==> config.mk <==
export PLATFORM = sky130hd
export DESIGN_NAME = velocity_add_clamp
export DESIGN_NICKNAME = d
export VERILOG_FILES = /design/src/design/vac_pkg.sv /design/src/design/vac_root_div.sv /design/src/design/velocity_add_clamp.sv
export SDC_FILE = /design/constraint.sdc
export NUM_CORES = 2
export LEC_CHECK = 0
export ABC_AREA = 1
export BUFFER_PORTS_ARGS = -buffer_cell sky130_fd_sc_hd__buf_2
export CAP_MARGIN = 0
export CORE_UTILIZATION = 60
export CTS_BUF_LIST = sky130_fd_sc_hd__clkbuf_8 sky130_fd_sc_hd__clkbuf_16
export CTS_CLUSTER_DIAMETER = 40
export DETAILED_ROUTE_END_ITERATION = 10
export PLACE_DENSITY_LB_ADDON = 0.2
export SLEW_MARGIN = 25
export SYNTH_ARGS = -nofsm -noshare
export SYNTH_HDL_FRONTEND = slang
export SYNTH_SLANG_ARGS = --single-unit
==> constraint.sdc <==
create_clock -name clock -period 20.5 [get_ports clock]
set_input_delay 2.05 -clock clock [delete_from_list [all_inputs] [get_ports clock]]
set_output_delay 2.05 -clock clock [all_outputs]
set_load 0.02 [all_outputs]
==> src/design/vac_pkg.sv <==
// Shared types and constants of the velocity add and clamp block.
package vac_pkg;

   localparam int DATA_W     = 32;
   localparam int WIDE_W     = 64;
   localparam int CAP_W      = 31;
   localparam int TOL_W      = 63;
   localparam int CSR_IDX_W  = 2;
   localparam int CSR_DATA_W = 63;
   localparam int STEP_W     = 5;

   typedef enum logic [CSR_IDX_W-1:0] {
      CSR_MAX_SPEED = 2'd0,
      CSR_ZERO_TOL  = 2'd1
   } vac_csr_type;

   typedef enum logic {
      OP_SQRT = 1'b0,
      OP_DIV  = 1'b1
   } vac_op_type;

   typedef struct packed {
      logic       start;
      vac_op_type op;
   } vac_cmd_type;

   typedef struct packed {
      logic busy;
      logic done;
   } vac_stat_type;

endpackage

==> src/design/vac_root_div.sv <==
// Shared iterative unit: 64-bit integer square root or 64/32 division with a 32-bit quotient.
module vac_root_div (
   input  logic                        clock,
   input  logic                        reset,
   input  vac_pkg::vac_cmd_type        cmd,
   input  logic [vac_pkg::WIDE_W-1:0]  operand,
   input  logic [vac_pkg::DATA_W-1:0]  divisor,
   output vac_pkg::vac_stat_type       stat,
   output logic [vac_pkg::DATA_W-1:0]  result
);
   import vac_pkg::*;

   logic [35:0]       rem_ff, rem_in, shift_v, trial_v;
   logic [WIDE_W-1:0] acc_ff, acc_in;
   logic [DATA_W-1:0] res_ff, res_in, div_ff;
   logic [STEP_W-1:0] cnt_ff;
   logic              busy_ff, done_ff, ge;
   vac_op_type        op_ff;

   // One root digit (two operand bits) or one quotient bit per cycle.
   always_comb begin
      if (op_ff == OP_SQRT) begin
         shift_v = {rem_ff[33:0], acc_ff[WIDE_W-1 -: 2]};
         trial_v = {2'b00, res_ff, 2'b01};
         acc_in  = {acc_ff[WIDE_W-3:0], 2'b00};
      end else begin
         shift_v = {rem_ff[34:0], acc_ff[WIDE_W-1]};
         trial_v = {4'b0000, div_ff};
         acc_in  = {acc_ff[WIDE_W-2:0], 1'b0};
      end
      ge     = (shift_v >= trial_v);
      rem_in = ge ? (shift_v - trial_v) : shift_v;
      res_in = {res_ff[DATA_W-2:0], ge};
   end

   always_ff @(posedge clock) begin
      if (reset) begin
         busy_ff <= 1'b0;
         done_ff <= 1'b0;
      end else begin
         done_ff <= 1'b0;
         if (cmd.start) begin
            busy_ff <= 1'b1;
            op_ff   <= cmd.op;
            cnt_ff  <= '1;
            res_ff  <= '0;
            div_ff  <= divisor;
            if (cmd.op == OP_SQRT) begin
               rem_ff <= '0;
               acc_ff <= operand;
            end else begin
               rem_ff <= {4'b0000, operand[WIDE_W-1:DATA_W]};
               acc_ff <= {operand[DATA_W-1:0], {DATA_W{1'b0}}};
            end
         end else if (busy_ff) begin
            rem_ff <= rem_in;
            acc_ff <= acc_in;
            res_ff <= res_in;
            cnt_ff <= cnt_ff - 1'b1;
            if (cnt_ff == '0) begin
               busy_ff <= 1'b0;
               done_ff <= 1'b1;
            end
         end
      end
   end

   assign stat.busy = busy_ff;
   assign stat.done = done_ff;
   assign result    = res_ff;

endmodule

==> src/design/velocity_add_clamp.sv <==
// Top level of the velocity add and clamp block.
// The block holds a 2D velocity in signed Q16.16 and takes one delta vector
// per transfer on the req_ channel. The delta is added with saturation per
// component, the squared length is formed exactly in Q32.32 through one shared
// 32x32 multiplier in the states ST_SQX, ST_SQY and ST_SQC, and then tested
// against the flush tolerance and the squared speed cap. An item that needs no
// clamp goes from the test state to the finish step, and the block takes no
// new transfer until an item has left the finish step. An item that is not
// flushed and whose length exceeds the cap runs a 32-step square root and two
// 32-step divisions, one for each component, on a single shared iterative unit
// that resolves one bit or one root digit per cycle. The result sits in an
// output register, so a new input transfer is taken while a finished result
// still waits on rsp_stall; only when that register is still full does the
// next result wait in the finish step. Write max_speed and zero_tolerance
// through the csr_ port only while the block is idle; an index beyond the two
// registers is ignored.
module velocity_add_clamp (
   input  logic                            clock,
   input  logic                            reset,
   input  logic                            req_valid,
   output logic                            req_stall,
   input  logic signed [vac_pkg::DATA_W-1:0] req_delta_x,
   input  logic signed [vac_pkg::DATA_W-1:0] req_delta_y,
   input  logic                            req_notify_request,
   output logic                            rsp_valid,
   input  logic                            rsp_stall,
   output logic signed [vac_pkg::DATA_W-1:0] rsp_velocity_x,
   output logic signed [vac_pkg::DATA_W-1:0] rsp_velocity_y,
   output logic                            rsp_moving,
   output logic                            rsp_notify_raised,
   input  logic                            csr_wr_en,
   input  logic [vac_pkg::CSR_IDX_W-1:0]   csr_index,
   input  logic [vac_pkg::CSR_DATA_W-1:0]  csr_wdata
);
   import vac_pkg::*;

   typedef enum logic [3:0] {
      ST_IDLE, ST_SQX, ST_SQY, ST_SQC, ST_TEST, ST_ROOT,
      ST_MULX, ST_GOX, ST_DIVX, ST_MULY, ST_GOY, ST_DIVY, ST_FIN
   } state_type;

   state_type state_ff;

   logic [CAP_W-1:0]         max_speed_ff;
   logic [TOL_W-1:0]         zero_tol_ff;
   logic signed [DATA_W-1:0] vel_x_ff, vel_y_ff;
   logic                     moving_ff, notify_ff;
   logic [WIDE_W-1:0]        lensq_ff, prod_ff;
   logic [DATA_W-1:0]        len_ff;

   logic                     rsp_valid_ff, rsp_moving_ff, rsp_notify_ff;
   logic signed [DATA_W-1:0] rsp_x_ff, rsp_y_ff;

   logic signed [DATA_W:0]   sum_x, sum_y;
   logic signed [DATA_W-1:0] sat_x, sat_y;
   logic [DATA_W-1:0]        mag_x, mag_y, mul_a, mul_b, cap_w, quot, quot_neg;
   logic                     flush, clamp, accept_in, out_free;

   vac_cmd_type              cmd;
   vac_stat_type             stat;
   logic [WIDE_W-1:0]        unit_operand;

   // Saturating add of the delta to the held velocity.
   always_comb begin
      sum_x = {vel_x_ff[DATA_W-1], vel_x_ff} + {req_delta_x[DATA_W-1], req_delta_x};
      sum_y = {vel_y_ff[DATA_W-1], vel_y_ff} + {req_delta_y[DATA_W-1], req_delta_y};
      if (sum_x[DATA_W] != sum_x[DATA_W-1]) begin
         sat_x = sum_x[DATA_W] ? {1'b1, {(DATA_W-1){1'b0}}} : {1'b0, {(DATA_W-1){1'b1}}};
      end else begin
         sat_x = sum_x[DATA_W-1:0];
      end
      if (sum_y[DATA_W] != sum_y[DATA_W-1]) begin
         sat_y = sum_y[DATA_W] ? {1'b1, {(DATA_W-1){1'b0}}} : {1'b0, {(DATA_W-1){1'b1}}};
      end else begin
         sat_y = sum_y[DATA_W-1:0];
      end
   end

   // Magnitudes as unsigned words; the most negative value maps to 2^31.
   assign mag_x = vel_x_ff[DATA_W-1] ? (~vel_x_ff + 1'b1) : vel_x_ff;
   assign mag_y = vel_y_ff[DATA_W-1] ? (~vel_y_ff + 1'b1) : vel_y_ff;
   assign cap_w = {1'b0, max_speed_ff};

   // Operand selection for the single shared multiplier.
   always_comb begin
      mul_a = '0;
      mul_b = '0;
      unique case (state_ff)
         ST_SQX:  begin mul_a = mag_x; mul_b = mag_x; end
         ST_SQY:  begin mul_a = mag_y; mul_b = mag_y; end
         ST_SQC:  begin mul_a = cap_w; mul_b = cap_w; end
         ST_MULX: begin mul_a = mag_x; mul_b = cap_w; end
         ST_MULY: begin mul_a = mag_y; mul_b = cap_w; end
         default: begin mul_a = '0;    mul_b = '0;    end
      endcase
   end

   // In the test state prod_ff holds the squared cap.
   assign flush = (lensq_ff < {1'b0, zero_tol_ff});
   assign clamp = (lensq_ff > prod_ff);

   always_comb begin
      cmd.start    = ((state_ff == ST_TEST) && !flush && clamp)
                     || (state_ff == ST_GOX) || (state_ff == ST_GOY);
      cmd.op       = (state_ff == ST_TEST) ? OP_SQRT : OP_DIV;
      unit_operand = (state_ff == ST_TEST) ? lensq_ff : prod_ff;
   end

   vac_root_div u_root_div (
      .clock   (clock),
      .reset   (reset),
      .cmd     (cmd),
      .operand (unit_operand),
      .divisor (len_ff),
      .stat    (stat),
      .result  (quot)
   );

   assign quot_neg  = ~quot + 1'b1;
   assign accept_in = req_valid && !req_stall;
   assign out_free  = !rsp_valid_ff || !rsp_stall;

   always_ff @(posedge clock) begin
      prod_ff <= WIDE_W'(mul_a) * WIDE_W'(mul_b);
      if (reset) begin
         state_ff     <= ST_IDLE;
         max_speed_ff <= '0;
         zero_tol_ff  <= '0;
         vel_x_ff     <= '0;
         vel_y_ff     <= '0;
         moving_ff    <= 1'b0;
         rsp_valid_ff <= 1'b0;
      end else begin
         if (csr_wr_en) begin
            unique case (vac_csr_type'(csr_index))
               CSR_MAX_SPEED: max_speed_ff <= csr_wdata[CAP_W-1:0];
               CSR_ZERO_TOL:  zero_tol_ff  <= csr_wdata[TOL_W-1:0];
               default:       ;
            endcase
         end
         // In the finish step the output register is either reloaded or held.
         if (rsp_valid_ff && !rsp_stall && (state_ff != ST_FIN)) begin
            rsp_valid_ff <= 1'b0;
         end
         unique case (state_ff)
            ST_IDLE: begin
               if (accept_in) begin
                  vel_x_ff  <= sat_x;
                  vel_y_ff  <= sat_y;
                  notify_ff <= req_notify_request;
                  state_ff  <= ST_SQX;
               end
            end
            ST_SQX: state_ff <= ST_SQY;
            ST_SQY: begin
               lensq_ff <= prod_ff;
               state_ff <= ST_SQC;
            end
            ST_SQC: begin
               lensq_ff <= lensq_ff + prod_ff;
               state_ff <= ST_TEST;
            end
            ST_TEST: begin
               if (flush) begin
                  vel_x_ff  <= '0;
                  vel_y_ff  <= '0;
                  moving_ff <= 1'b0;
                  state_ff  <= ST_FIN;
               end else begin
                  moving_ff <= (max_speed_ff != '0);
                  state_ff  <= clamp ? ST_ROOT : ST_FIN;
               end
            end
            ST_ROOT: begin
               if (stat.done) begin
                  len_ff   <= quot;
                  state_ff <= ST_MULX;
               end
            end
            ST_MULX: state_ff <= ST_GOX;
            ST_GOX:  state_ff <= ST_DIVX;
            ST_DIVX: begin
               if (stat.done) begin
                  vel_x_ff <= vel_x_ff[DATA_W-1] ? quot_neg : quot;
                  state_ff <= ST_MULY;
               end
            end
            ST_MULY: state_ff <= ST_GOY;
            ST_GOY:  state_ff <= ST_DIVY;
            ST_DIVY: begin
               if (stat.done) begin
                  vel_y_ff <= vel_y_ff[DATA_W-1] ? quot_neg : quot;
                  state_ff <= ST_FIN;
               end
            end
            ST_FIN: begin
               // The result moves into the output register once it is free.
               if (out_free) begin
                  rsp_valid_ff  <= 1'b1;
                  rsp_x_ff      <= vel_x_ff;
                  rsp_y_ff      <= vel_y_ff;
                  rsp_moving_ff <= moving_ff;
                  rsp_notify_ff <= notify_ff;
                  state_ff      <= ST_IDLE;
               end
            end
            default: state_ff <= ST_IDLE;
         endcase
      end
   end

   assign req_stall         = (state_ff != ST_IDLE);
   assign rsp_valid         = rsp_valid_ff;
   assign rsp_velocity_x    = rsp_x_ff;
   assign rsp_velocity_y    = rsp_y_ff;
   assign rsp_moving        = rsp_moving_ff;
   assign rsp_notify_raised = rsp_notify_ff;

   a_start_idle_unit: assert property (@(posedge clock) disable iff (reset)
      cmd.start |-> !stat.busy)
      else $error("iterative unit started while busy");

   a_done_after_busy: assert property (@(posedge clock) disable iff (reset)
      stat.done |-> $past(stat.busy))
      else $error("iterative unit finished without running");

   a_rsp_from_fin: assert property (@(posedge clock) disable iff (reset)
      $rose(rsp_valid_ff) |-> $past(state_ff == ST_FIN))
      else $error("result shown outside the finish step");

   a_root_to_mul: assert property (@(posedge clock) disable iff (reset)
      (state_ff == ST_ROOT && stat.done) |=> state_ff == ST_MULX)
      else $error("sequencer missed the end of the root");

endmodule

==> flow_metrics.tcl <==
set metrics [dict create \
    die_h_um 355 \
    synth-warning-count 0 \
    postSynthAreaPerCell_um2 7.42 \
    grt_start_max_net_pins 127 \
    die_area_um2 126000 \
    yosysTopAreaCell "fa_1" \
    synth_edf_count 332 \
    synth_top_family_by_area "adder cells" \
    cts-root-buf "clkbuf_16" \
    dieWidth_um 355 \
    initial_core_util 0.604 \
    hold_violations 0 \
    fp.coreArea_um2 124000 \
    fp-row-count 129 \
    required_ps 21070 \
    pin_count 203 \
    tritoncts "built" \
    io_buffers 202 \
    cp-end-kind "flip-flop" \
    num_vias 68800 \
    ir_worst_vdd_uv 112 \
    path_class "reg -> reg" \
    syn2layout_area_growth_pct 7.26 \
    clock_path_buffers 3 \
    wl_um 275000 \
    firstDrtPassIters 7 \
    power.density_nw_per_um2 122 \
    postCtsSetupBuffers 0 \
    insertion_delay_ps 740 \
    grt_pass1_wl_um 412000 \
    cts-resized-gates 0 \
    synthesis.instances 10100 \
    outcome "finished clean" \
    gp_congestion 1.05 \
    numCtsBuffers 93 \
    crit_path_start "vel_y_ff[1]" \
    grt_pass1_vias 67900 \
    setup_tns_ps 0 \
    drtIter0Drc 9255 \
    place_area_um2 76900 \
    grtUsageTotal 0.436 \
    h-tree-depth 3 \
    synth_compound_area_frac 0.0920 \
    viasPerCell 5.83 \
    yosysTopAreaCellShare 0.241 \
    yosysSeqAreaShare 0.195 \
    arrival_ps 10910 \
    worst-path-buf-inv 10 \
    muxShareOfSynthArea 0.00442 \
    antenna_found_initial 5 \
    power_leakage_nw 42.0 \
    crit_path_top_delay_cell "o31ai_1" \
    ys_types 60 \
    min_period_over_period 0.504 \
    holdCritStartpoint "notify_ff" \
    postRouteAntennaNets 0 \
    synthXorXnorAreaFrac 0.0272 \
    r2r_start "vel_y_ff[1]" \
    rsz0062_at_grt "false" \
    synth_area_leaders "fa_1 24%, edfxtp_1 13%, nand2_1 13%" \
    synth_adder_area_share 0.334 \
    clkTransAtPathRegs_ps 60 \
    dp_hpwl_um 216000 \
    drive_gt1_frac 0.0537 \
    finalMaxSlewViolations 0 \
    synthFlopType "edfxtp_1" \
    cpMostUsedCell "inv_1" \
    grt-ovfl-total 0 \
    ys_ff_latch 562 \
    tightest_slew_ps 1080 \
    drv_cap 0 \
    holdWs_ps 404 \
    async_flop_share 0 \
    cp-start-kind "flip-flop" \
    cts_hold_buf 0 \
    netlist_area_um2 74700 \
    final_cell_area_um2 80100 \
    post-route-min-period_ps 10340 \
    min_path_type "reg -> reg" \
    yosys.area_share.simple 0.216 \
    slew_headroom 0.278 \
    wl_per_cell_um 23.3 \
    clock_sink_count 562 \
    fin_nets 11700 \
    drc_errors 0 \
    cp_top_family "adder cells" \
    max_freq_mhz 96.7 \
    setup_viol 0 \
    fin_worst_skew_ps 92.1 \
    crit_fanout 21 \
    cp_slowest_stage_delay_ps 670 \
]
-- worst paths after layout --
check	slack [ps]	end	cells after the start
max reg2reg	10160	prod_ff[57]	36
min reg2reg	400	rsp_notify_raised	0
max	10160	prod_ff[57]	36
min	400	rsp_notify_raised	0
-- final cells by class --
class / instances / area, µm²
multi-input combinational: 6995 / 50500
sequential: 562 / 14600
antenna: 3 / 7.51
clock inverter: 81 / 855
tap: 1637 / 2050
clock buffer: 94 / 2350
timing repair buffer: 290 / 1680
fill: 10900 / 43500
inverter: 2144 / 8050
-- synth_stat cells (all sizes together), types with 59 or more instances --
cell type / instances
clkbuf: 166
inv: 2140
xnor2: 59
nor2: 817
nand2: 2577
nand4: 62
dfxtp: 230
ha: 554
edfxtp: 332
o211ai: 61
a21oi: 445
xor2: 173
nor3: 89
nand3: 395
fa: 900
o21ai: 564
buf: 206
-- per-layer routing --
metal | GRT usage | part of all wire | vias up
li1 | - | - | 30900
met1 | 0.584 | 0.39 | 32800
met2 | 0.641 | 0.42 | 4333
met3 | 0.133 | 0.14 | 798
met4 | 0.216 | 0.057 | 2
met5 | 0 | 0.000054 | -
-- registers in the layout, indices dropped and copies added (netlist names), 31 cells and up --
name	count
len_ff	32
lensq_ff	64
max_speed_ff	31
prod_ff	64
rsp_velocity_x	32
rsp_velocity_y	32
u_root_div.acc_ff	64
u_root_div.div_ff	32
u_root_div.rem_ff	35
u_root_div.result	32
vel_x_ff	32
vel_y_ff	32
zero_tol_ff	63
-- cell usage in the layout, fill, tap and decap left out, types with 15 or more instances in the layout --
| cell type | instances |
|---|---|
| o21ai_0 | 548 |
| xnor2_1 | 59 |
| o211ai_1 | 61 |
| nand3_1 | 387 |
| edfxtp_1 | 332 |
| nor4_1 | 26 |
| mux2i_1 | 33 |
| dfxtp_1 | 228 |
| o21bai_1 | 29 |
| nand2_1 | 2573 |
| buf_2 | 202 |
| fa_1 | 900 |
| or2_2 | 19 |
| nand4_1 | 62 |
| inv_1 | 2131 |
| nor3_1 | 81 |
| inv_6 | 18 |
| a21o_1 | 41 |
| nor2_1 | 801 |
| a21oi_1 | 444 |
| o21a_1 | 20 |
| ha_1 | 554 |
| clkbuf_16 | 94 |
| xor2_1 | 173 |
| conb_1 | 15 |
| a31oi_1 | 41 |
| inv_2 | 21 |
| buf_4 | 87 |
-- power by group --
part,switching (mW),internal (mW),leakage [nW]
sequential,0.365,1.38,4.91
clock,0.655,0.951,1.59
combinational,4.41,2.00,35.5
total,5.43,4.33,42.0
-- through the flow --
stage	power [mW]	setup WS [ps]	util	std cells
detailed placement	7.90	10320	0.622	11600
global route	10.4	10030	0.648	11800
floorplan	5.65	8110	-	10100
CTS	9.53	10280	0.648	11800
finish	9.76	10160	0.648	11800
global placement	7.80	10390	0.622	11600
-- cells by family after synthesis --
group,Yosys count
AOI/OAI and AO/OA,1251
xor gates and xnor gates,232
adders and majority gates,1454
buffers and inverters,2516
DFF,562
muxes,33
other,2
and+or+nand+nor,4010
Note: power is estimated with default switching activity, not from simulation.
